### src/hw/rtl/fjot_pkg.sv
// ----------------------------------------------------------------------------
// fjot_pkg
// Shared types and constants for the flat JSON object tokenizer.
// ----------------------------------------------------------------------------
`default_nettype none

package fjot_pkg;

    localparam int unsigned BYTE_W = 8;

    localparam logic [BYTE_W-1:0] CH_OPEN    = 8'h7B;
    localparam logic [BYTE_W-1:0] CH_QUOTE   = 8'h22;
    localparam logic [BYTE_W-1:0] CH_COLON   = 8'h3A;
    localparam logic [BYTE_W-1:0] CH_COMMA   = 8'h2C;
    localparam logic [BYTE_W-1:0] CH_CLOSE   = 8'h7D;
    localparam logic [BYTE_W-1:0] CH_BSLASH  = 8'h5C;
    localparam logic [BYTE_W-1:0] CH_N       = 8'h6E;
    localparam logic [BYTE_W-1:0] CH_NEWLINE = 8'h0A;

    typedef enum logic [6:0] {
        ST_TOP   = 7'b0000001,
        ST_KQ    = 7'b0000010,
        ST_KEY   = 7'b0000100,
        ST_COLON = 7'b0001000,
        ST_VQ    = 7'b0010000,
        ST_VAL   = 7'b0100000,
        ST_SEP   = 7'b1000000
    } t_pstate;

    typedef struct packed {
        logic              valid;
        logic              is_value;
        logic [BYTE_W-1:0] data;
        logic              rec_start;
        logic              pair_done;
        logic              rec_done;
        logic              strm_done;
    } t_result;

    function automatic logic [BYTE_W-1:0] expect_char(input t_pstate s);
        logic [BYTE_W-1:0] c;
        c = '0;
        case (s)
            ST_TOP:   c = CH_OPEN;
            ST_KQ:    c = CH_QUOTE;
            ST_KEY:   c = CH_QUOTE;
            ST_COLON: c = CH_COLON;
            ST_VQ:    c = CH_QUOTE;
            ST_VAL:   c = CH_QUOTE;
            ST_SEP:   c = CH_COMMA;
            default:  c = '0;
        endcase
        return c;
    endfunction

    function automatic t_pstate advance(input t_pstate s);
        t_pstate n;
        n = s;
        case (s)
            ST_TOP:   n = ST_KQ;
            ST_KQ:    n = ST_KEY;
            ST_KEY:   n = ST_COLON;
            ST_COLON: n = ST_VQ;
            ST_VQ:    n = ST_VAL;
            ST_VAL:   n = ST_SEP;
            ST_SEP:   n = ST_KQ;
            default:  n = s;
        endcase
        return n;
    endfunction

endpackage

`default_nettype wire

### src/hw/rtl/flat_json_object_tokenizer.sv
// Path: an accepted input beat goes through the input register, then the result register, to the master side.
// Throughput: one beat per cycle unless the master side stalls; the parse state updates on each processed byte.
// Input and output registers decouple the two sides; a stall holds the result register.
// Reset: synchronous, active low; parser returns to expecting an open brace, no record open.
// ----------------------------------------------------------------------------
// flat_json_object_tokenizer
// Byte-stream tokenizer for flat JSON objects with string keys and values.
// ----------------------------------------------------------------------------
`default_nettype none

module flat_json_object_tokenizer
    import fjot_pkg::*;
(
    input  wire logic              i_clk,
    input  wire logic              i_rst_n,
    input  wire logic              s_tvalid,
    output logic                   s_tready,
    input  wire logic [BYTE_W-1:0] s_tdata,   // [7:0] in_byte
    input  wire logic              s_tlast,   // stream_end
    output logic                   m_tvalid,
    input  wire logic              m_tready,
    output logic [BYTE_W-1:0]      m_tdata,   // [7:0] out_byte
    output logic [4:0]             m_tuser,   // [0] byte_valid, [1] byte_is_value,
                                              // [2] record_start, [3] pair_done,
                                              // [4] record_done
    output logic                   m_tlast    // stream_done
);

    logic              r_in_valid;
    logic [BYTE_W-1:0] r_in_data;
    logic              r_in_last;
    logic              r_out_valid;
    t_result           r_out;
    t_result           step_res;
    logic              step;

    assign step     = r_in_valid && (!r_out_valid || m_tready);
    assign s_tready = !r_in_valid || step;

    always_ff @(posedge i_clk) begin
        if (!i_rst_n) begin
            r_in_valid <= 1'b0;
        end else if (s_tready) begin
            r_in_valid <= s_tvalid;
        end
    end

    always_ff @(posedge i_clk) begin
        if (s_tready && s_tvalid) begin
            r_in_data <= s_tdata;
            r_in_last <= s_tlast;
        end
    end

    fjot_parse u_parse (
        .i_clk   (i_clk),
        .i_rst_n (i_rst_n),
        .i_step  (step),
        .i_byte  (r_in_data),
        .i_end   (r_in_last),
        .o_res   (step_res)
    );

    always_ff @(posedge i_clk) begin
        if (!i_rst_n) begin
            r_out_valid <= 1'b0;
        end else if (step) begin
            r_out_valid <= 1'b1;
        end else if (m_tready) begin
            r_out_valid <= 1'b0;
        end
    end

    always_ff @(posedge i_clk) begin
        if (step) begin
            r_out <= step_res;
        end
    end

    assign m_tvalid = r_out_valid;
    assign m_tdata  = r_out.data;
    assign m_tuser  = {r_out.rec_done, r_out.pair_done, r_out.rec_start,
                       r_out.is_value, r_out.valid};
    assign m_tlast  = r_out.strm_done;

    a_no_overwrite: assert property (@(posedge i_clk) disable iff (!i_rst_n)
        r_out_valid && !m_tready |-> !step)
        else $error("result overwritten while stalled");

    a_step_fills_out: assert property (@(posedge i_clk) disable iff (!i_rst_n)
        step |=> r_out_valid)
        else $error("processed beat lost");

    a_in_held: assert property (@(posedge i_clk) disable iff (!i_rst_n)
        r_in_valid && !step |=> r_in_valid && $stable(r_in_data) && $stable(r_in_last))
        else $error("pending input beat dropped");

endmodule

`default_nettype wire

### src/hw/rtl/fjot_parse.sv
// ----------------------------------------------------------------------------
// fjot_parse
// Parse state tracker: per-byte delimiter match, escape handling and flags.
// ----------------------------------------------------------------------------
`default_nettype none

module fjot_parse
    import fjot_pkg::*;
(
    input  wire logic              i_clk,
    input  wire logic              i_rst_n,
    input  wire logic              i_step,
    input  wire logic [BYTE_W-1:0] i_byte,
    input  wire logic              i_end,
    output t_result                o_res
);

    t_pstate r_state, n_state;
    logic    r_esc, n_esc;
    logic    r_key_ne, n_key_ne;
    logic    r_rec_open, n_rec_open;

    logic              is_sep;
    logic              match;
    logic [BYTE_W-1:0] c_esc;

    always_comb begin
        n_state    = r_state;
        n_esc      = r_esc;
        n_key_ne   = r_key_ne;
        n_rec_open = r_rec_open;
        o_res      = '0;
        is_sep     = (r_state == ST_SEP);
        match      = (i_byte == expect_char(r_state)) && !r_esc;
        c_esc      = (r_esc && i_byte == CH_N) ? CH_NEWLINE : i_byte;

        if (i_end) begin
            o_res.strm_done = 1'b1;
        end else begin
            n_rec_open = 1'b1;
            if (!r_rec_open) begin
                o_res.rec_start = 1'b1;
            end
            if (is_sep && r_key_ne) begin
                o_res.pair_done = 1'b1;
                n_key_ne        = 1'b0;
            end
            if (is_sep && i_byte == CH_CLOSE) begin
                o_res.rec_done = 1'b1;
                n_rec_open     = 1'b0;
            end
            if (match) begin
                n_state = advance(r_state);
            end else if (c_esc == CH_BSLASH) begin
                n_esc = 1'b1;
            end else begin
                n_esc = 1'b0;
                if (r_state == ST_KEY) begin
                    o_res.valid = 1'b1;
                    o_res.data  = c_esc;
                    n_key_ne    = 1'b1;
                end else if (r_state == ST_VAL) begin
                    o_res.valid    = 1'b1;
                    o_res.is_value = 1'b1;
                    o_res.data     = c_esc;
                end
            end
        end
    end

    always_ff @(posedge i_clk) begin
        if (!i_rst_n) begin
            r_state    <= ST_TOP;
            r_esc      <= 1'b0;
            r_key_ne   <= 1'b0;
            r_rec_open <= 1'b0;
        end else if (i_step) begin
            r_state    <= n_state;
            r_esc      <= n_esc;
            r_key_ne   <= n_key_ne;
            r_rec_open <= n_rec_open;
        end
    end

    a_pair_clears_key: assert property (@(posedge i_clk) disable iff (!i_rst_n)
        i_step && o_res.pair_done |=> !r_key_ne)
        else $error("key flag not cleared after pair");

    a_key_byte_sets_flag: assert property (@(posedge i_clk) disable iff (!i_rst_n)
        i_step && o_res.valid && !o_res.is_value |=> r_key_ne)
        else $error("key flag not set after key byte");

    a_rec_done_closes: assert property (@(posedge i_clk) disable iff (!i_rst_n)
        i_step && o_res.rec_done |=> !r_rec_open && r_state == ST_SEP)
        else $error("record not closed after close brace");

    a_end_holds_state: assert property (@(posedge i_clk) disable iff (!i_rst_n)
        i_step && i_end |=> $stable(r_state) && $stable(r_esc) && $stable(r_rec_open))
        else $error("state changed on end-of-stream beat");

endmodule

`default_nettype wire
### config.mk
export PLATFORM = sky130hd
export DESIGN_NAME = flat_json_object_tokenizer
export DESIGN_NICKNAME = d
export VERILOG_FILES = /design/src/hw/rtl/fjot_pkg.sv /design/src/hw/rtl/flat_json_object_tokenizer.sv /design/src/hw/rtl/fjot_parse.sv
export SDC_FILE = /design/constraint.sdc
export NUM_CORES = 1
export LEC_CHECK = 0
export ABC_AREA = 1
export BUFFER_PORTS_ARGS = -buffer_cell sky130_fd_sc_hd__buf_4
export CAP_MARGIN = 10
export CORE_ASPECT_RATIO = 0.9
export CORE_MARGIN = 1.5
export CORE_UTILIZATION = 30
export CTS_CLUSTER_SIZE = 40
export DETAILED_ROUTE_END_ITERATION = 8
export SKIP_CTS_REPAIR_TIMING = 1
export SYNTH_ARGS = -nofsm -noshare
export SYNTH_HDL_FRONTEND = slang
export SYNTH_SLANG_ARGS = --single-unit
### constraint.sdc
create_clock -name i_clk -period 2.49 [get_ports i_clk]
set_clock_uncertainty 0.1 [all_clocks]
set_input_delay 0.249 -clock i_clk [delete_from_list [all_inputs] [get_ports i_clk]]
set_output_delay 0.249 -clock i_clk [all_outputs]
set_load 0.01 [all_outputs]
==> impl_metrics.prom <==
# TYPE chip_impl_metric gauge
chip_impl_metric{name="via_count_of_the_first_global_routing_pass",unit=""} 1365
chip_impl_metric{name="htree_levels",unit=""} 2
chip_impl_metric{name="num-fill-cells",unit=""} 619
chip_impl_metric{name="report.final.slew_viol_count",unit=""} 0
chip_impl_info{name="timing.critical_path.mode_cell",value="sky130_fd_sc_hd__nor2_1"} 1
chip_impl_metric{name="post-place-cells",unit=""} 317
chip_impl_metric{name="post_layout_nonfiller_instances",unit=""} 325
chip_impl_metric{name="setup.reg_to_reg.worst_slack",unit="ns"} 0.45
chip_impl_metric{name="grt_start_max_net_pins",unit=""} 15
chip_impl_metric{name="die_width",unit="um"} 86.3
chip_impl_info{name="hp-class",value="input port to register"} 1
chip_impl_metric{name="worst_slew_margin_rel",unit="%"} 64.3
chip_impl_metric{name="area.sequential",unit="um2"} 931
chip_impl_metric{name="fp-row-count",unit=""} 27
chip_impl_metric{name="cts.clk_slew.worst_paths",unit="ns"} 0.07
chip_impl_metric{name="place_hpwl",unit="mm"} 2.91
chip_impl_metric{name="switching_share",unit="%"} 21.8
chip_impl_metric{name="viasPerCell",unit=""} 4.50
chip_impl_info{name="layout.cells.most_common",value="sky130_fd_sc_hd__nand2_1"} 1
chip_impl_metric{name="drt_iter0_markers",unit=""} 82
chip_impl_metric{name="starting_utilization_of_the_core_area",unit="%"} 30.8
chip_impl_metric{name="floorplan.core_area",unit="mm2"} 0.00608
chip_impl_metric{name="power.sequential.fraction",unit="%"} 52.6
chip_impl_metric{name="drt-wirelength-per-cell",unit="um"} 11.3
chip_impl_metric{name="maxCapViolCount",unit=""} 0
chip_impl_metric{name="synth.ff_latch_count",unit=""} 35
chip_impl_info{name="rsz0062_at_grt",value="false"} 1
chip_impl_metric{name="worst-path-max-fanout",unit=""} 9
chip_impl_metric{name="grt_use_total",unit="%"} 12.3
chip_impl_info{name="most-common-layout-cells",value="49 x sky130_fd_sc_hd__nand2_1, 33 x sky130_fd_sc_hd__nor2_1, 28 x sky130_fd_sc_hd__buf_4"} 1
chip_impl_metric{name="tightest_slew",unit="ns"} 0.535
chip_impl_metric{name="fin_worst_hold_slack",unit="ns"} 0.0350
chip_impl_metric{name="synth_area",unit="mm2"} 0.00187
chip_impl_metric{name="grt_pass1_wl",unit="mm"} 6.31
chip_impl_info{name="ctsRootBufferMaster",value="sky130_fd_sc_hd__clkbuf_8"} 1
chip_impl_metric{name="timing.final.crit_share",unit="%"} 82.0
chip_impl_metric{name="route.detailed.drc",unit=""} 0
chip_impl_info{name="timing.critical_path.cells",value="nor2_1, nand2_1, nor2_1, nor2_1, nand3_1, nand2_1, nand2_2, nor2_8, nand2_4, nand4_4, inv_1"} 1
chip_impl_metric{name="power_switching",unit="mW"} 0.271
chip_impl_metric{name="synth_cell_types",unit=""} 24
chip_impl_metric{name="fmax",unit="MHz"} 490
chip_impl_info{name="status",value="completed"} 1
chip_impl_metric{name="setup-violations-final",unit=""} 0
chip_impl_metric{name="synth_cells",unit=""} 218
chip_impl_metric{name="yosys.area.top_type_share",unit="%"} 36.8
chip_impl_info{name="slowest_cell_on_the_critical_path",value="sky130_fd_sc_hd__dfxtp_1"} 1
chip_impl_metric{name="power.share.combinational",unit="%"} 7.3
chip_impl_metric{name="worst_path_largest_cell_delay",unit="ns"} 0.46
chip_impl_metric{name="finalWeightedCongestion",unit=""} 0.850
chip_impl_metric{name="cts_made_buffers",unit=""} 5
chip_impl_metric{name="p_clk_share",unit="%"} 40.1
chip_impl_metric{name="finalWorstPathRequiredPeriod",unit="ns"} 2.04
chip_impl_metric{name="yosysSeqAreaShare",unit="%"} 49.7
chip_impl_info{name="start_kind",value="register"} 1
chip_impl_metric{name="dr.pass1.iters",unit=""} 4
chip_impl_metric{name="grt.overflow.total",unit=""} 0
chip_impl_metric{name="leakagePower",unit="nW"} 1.06
chip_impl_info{name="leading_post_synthesis_cells_by_cell_area",value="sky130_fd_sc_hd__edfxtp_1 37%, sky130_fd_sc_hd__dfxtp_1 13%, sky130_fd_sc_hd__nand2_1 9.8%"} 1
chip_impl_metric{name="numPortBuffers",unit=""} 28
chip_impl_metric{name="final_layout_size_suffix_gt1_share",unit="%"} 32.0
chip_impl_metric{name="clkLatencyLatePin",unit="ns"} 0.29
chip_impl_info{name="critical_path.endpoint_type",value="register"} 1
chip_impl_metric{name="dieArea",unit="mm2"} 0.00673
chip_impl_metric{name="area_delta_synth_final",unit="%"} 21.5
chip_impl_metric{name="grt_antenna_before_repair",unit=""} 0
chip_impl_metric{name="intPower",unit="mW"} 0.971
chip_impl_metric{name="design.final.nets",unit=""} 265
chip_impl_metric{name="worst_ep_arrival_time",unit="ns"} 1.98
chip_impl_metric{name="syn_area_per_cell",unit="um2"} 8.60
chip_impl_metric{name="fin_tns_setup",unit="ns"} 0
chip_impl_metric{name="area_taken_by_multi_input_logic_gates",unit="um2"} 826
chip_impl_metric{name="number_of_hold_violations_in_the_final_report",unit=""} 0
chip_impl_metric{name="clock_path_buffers",unit=""} 2
chip_impl_metric{name="power.density",unit="mW/mm2"} 546
chip_impl_metric{name="routed_wl",unit="mm"} 3.69
chip_impl_metric{name="die_y",unit="um"} 78.0
chip_impl_metric{name="cp_data_required_time",unit="ns"} 2.43
chip_impl_metric{name="top_level_ports",unit=""} 29
chip_impl_metric{name="syn-num-nets",unit=""} 231
chip_impl_metric{name="irDropWorstVdd",unit="V"} 0.000276
chip_impl_info{name="worst-setup-path-type",value="register to register"} 1
chip_impl_metric{name="antenna_left",unit=""} 0
chip_impl_metric{name="n_antenna_cell",unit=""} 0
chip_impl_info{name="cts_tree",value="yes"} 1
chip_impl_metric{name="total_number_of_clock_tree_sinks",unit=""} 35
chip_impl_metric{name="ys.warnings.count",unit=""} 0
chip_impl_info{name="netlist.top_cell.by_area",value="sky130_fd_sc_hd__edfxtp_1"} 1
chip_impl_metric{name="vias",unit=""} 1462
worst max-delay path, delay by kind of cell (launching register included):
family / cells / cell delay [ns]
AND/OR/NAND/NOR: 10 / 1.16
flip-flops: 1 / 0.46
buffers and inverters: 1 / 0.07
path summary, 6_finish.rpt:
path                            cells past startpoint                            start                       endpoint
worst max register to register                     11  u_parse.r_state[5]$_SDFFE_PN0P_       m_tuser[0]$_SDFFCE_PP0P_
worst min register to register                      2    u_parse.r_key_ne$_SDFFE_PN0P_  u_parse.r_key_ne$_SDFFE_PN0P_
worst min-delay path                                1                          s_tlast            r_in_last$_DFFE_PP_
worst max-delay path                               11  u_parse.r_state[5]$_SDFFE_PN0P_       m_tuser[0]$_SDFFCE_PP0P_
cells in the mapped netlist:
library cell,count
sky130_fd_sc_hd__a21oi_1,6
sky130_fd_sc_hd__a21oi_2,1
sky130_fd_sc_hd__buf_2,1
sky130_fd_sc_hd__dfxtp_1,12
sky130_fd_sc_hd__edfxtp_1,23
sky130_fd_sc_hd__inv_1,23
sky130_fd_sc_hd__inv_2,7
sky130_fd_sc_hd__nand2_1,49
sky130_fd_sc_hd__nand2_2,7
sky130_fd_sc_hd__nand2_4,5
sky130_fd_sc_hd__nand3_1,15
sky130_fd_sc_hd__nand3_2,2
sky130_fd_sc_hd__nand3_4,1
sky130_fd_sc_hd__nand4_1,4
sky130_fd_sc_hd__nand4_4,1
sky130_fd_sc_hd__nor2_1,33
sky130_fd_sc_hd__nor2_2,13
sky130_fd_sc_hd__nor2_4,7
sky130_fd_sc_hd__nor2_8,1
sky130_fd_sc_hd__nor3_1,2
sky130_fd_sc_hd__nor4_1,1
sky130_fd_sc_hd__o21ai_0,2
sky130_fd_sc_hd__o21bai_1,1
sky130_fd_sc_hd__or2_2,1
flip-flops by register name (all words and copies together) (netlist names):
name,count
u_parse.r_rec_open,1
m_tvalid,1
r_in_valid,1
r_in_data,8
u_parse.r_state,7
u_parse.r_esc,1
m_tuser,5
r_in_last,1
m_tdata,8
u_parse.r_key_ne,1
m_tlast,1
power by group through the flow:
| stage | Combinational [mW] | Clock, mW | Sequential, mW |
|---|---|---|---|
| 2_1_floorplan | 0.0476 | 0 | 0.667 |
| 3_3_place_gp | 0.0907 | 0 | 0.667 |
| 3_5_place_dp | 0.0908 | 0 | 0.666 |
| 4_1_cts | 0.0911 | 0.515 | 0.653 |
| 5_1_grt | 0.0997 | 0.552 | 0.655 |
| 6_report | 0.0904 | 0.499 | 0.653 |
logic make-up after synthesis:
| logic type | after synthesis | share of synthesized area (%) |
|---|---|---|
| buffers and inverters | 31 | 6.27 |
| DFF | 35 | 49.7 |
| AOI/OAI and AO/OA | 10 | 3.00 |
| and+or+nand+nor | 142 | 41.1 |
per-layer routing:
layer / GRT usage, % / routed length, um / vias to the layer above / part of all wire (%)
met1: 17.0 / 1910 / 658 / 52
met3: 3.62 / 169 / 5 / 4.6
met4: 6.94 / 63 / 0 / 1.7
met5: 0 / 0 / - / 0
met2: 17.1 / 1550 / 37 / 42
li1: - / - / 762 / -
through the flow:
step / area [um2] / power (mW) / util, % / worst slack, ns
after CTS: 2280 / 1.26 / 37.4 / 0.441
final: 2280 / 1.24 / 37.4 / 0.449
after global placement: 2170 / 0.757 / 35.7 / 0.467
after floorplan: 1870 / 0.715 / - / 0.680
after global routing: 2280 / 1.31 / 37.4 / 0.212
after detailed placement: 2170 / 0.757 / 35.7 / 0.457
area by class of cell:
class                           instances  area share, %
Clock buffer                            5           3.02
Clock inverter                          3           1.70
Inverter                               30           4.95
Multi-Input combinational cell        152           36.3
Sequential cell                        35           40.9
Tap cell                               72           3.96
Timing Repair Buffer                   28           9.23
(Power assumes the default switching activity.)
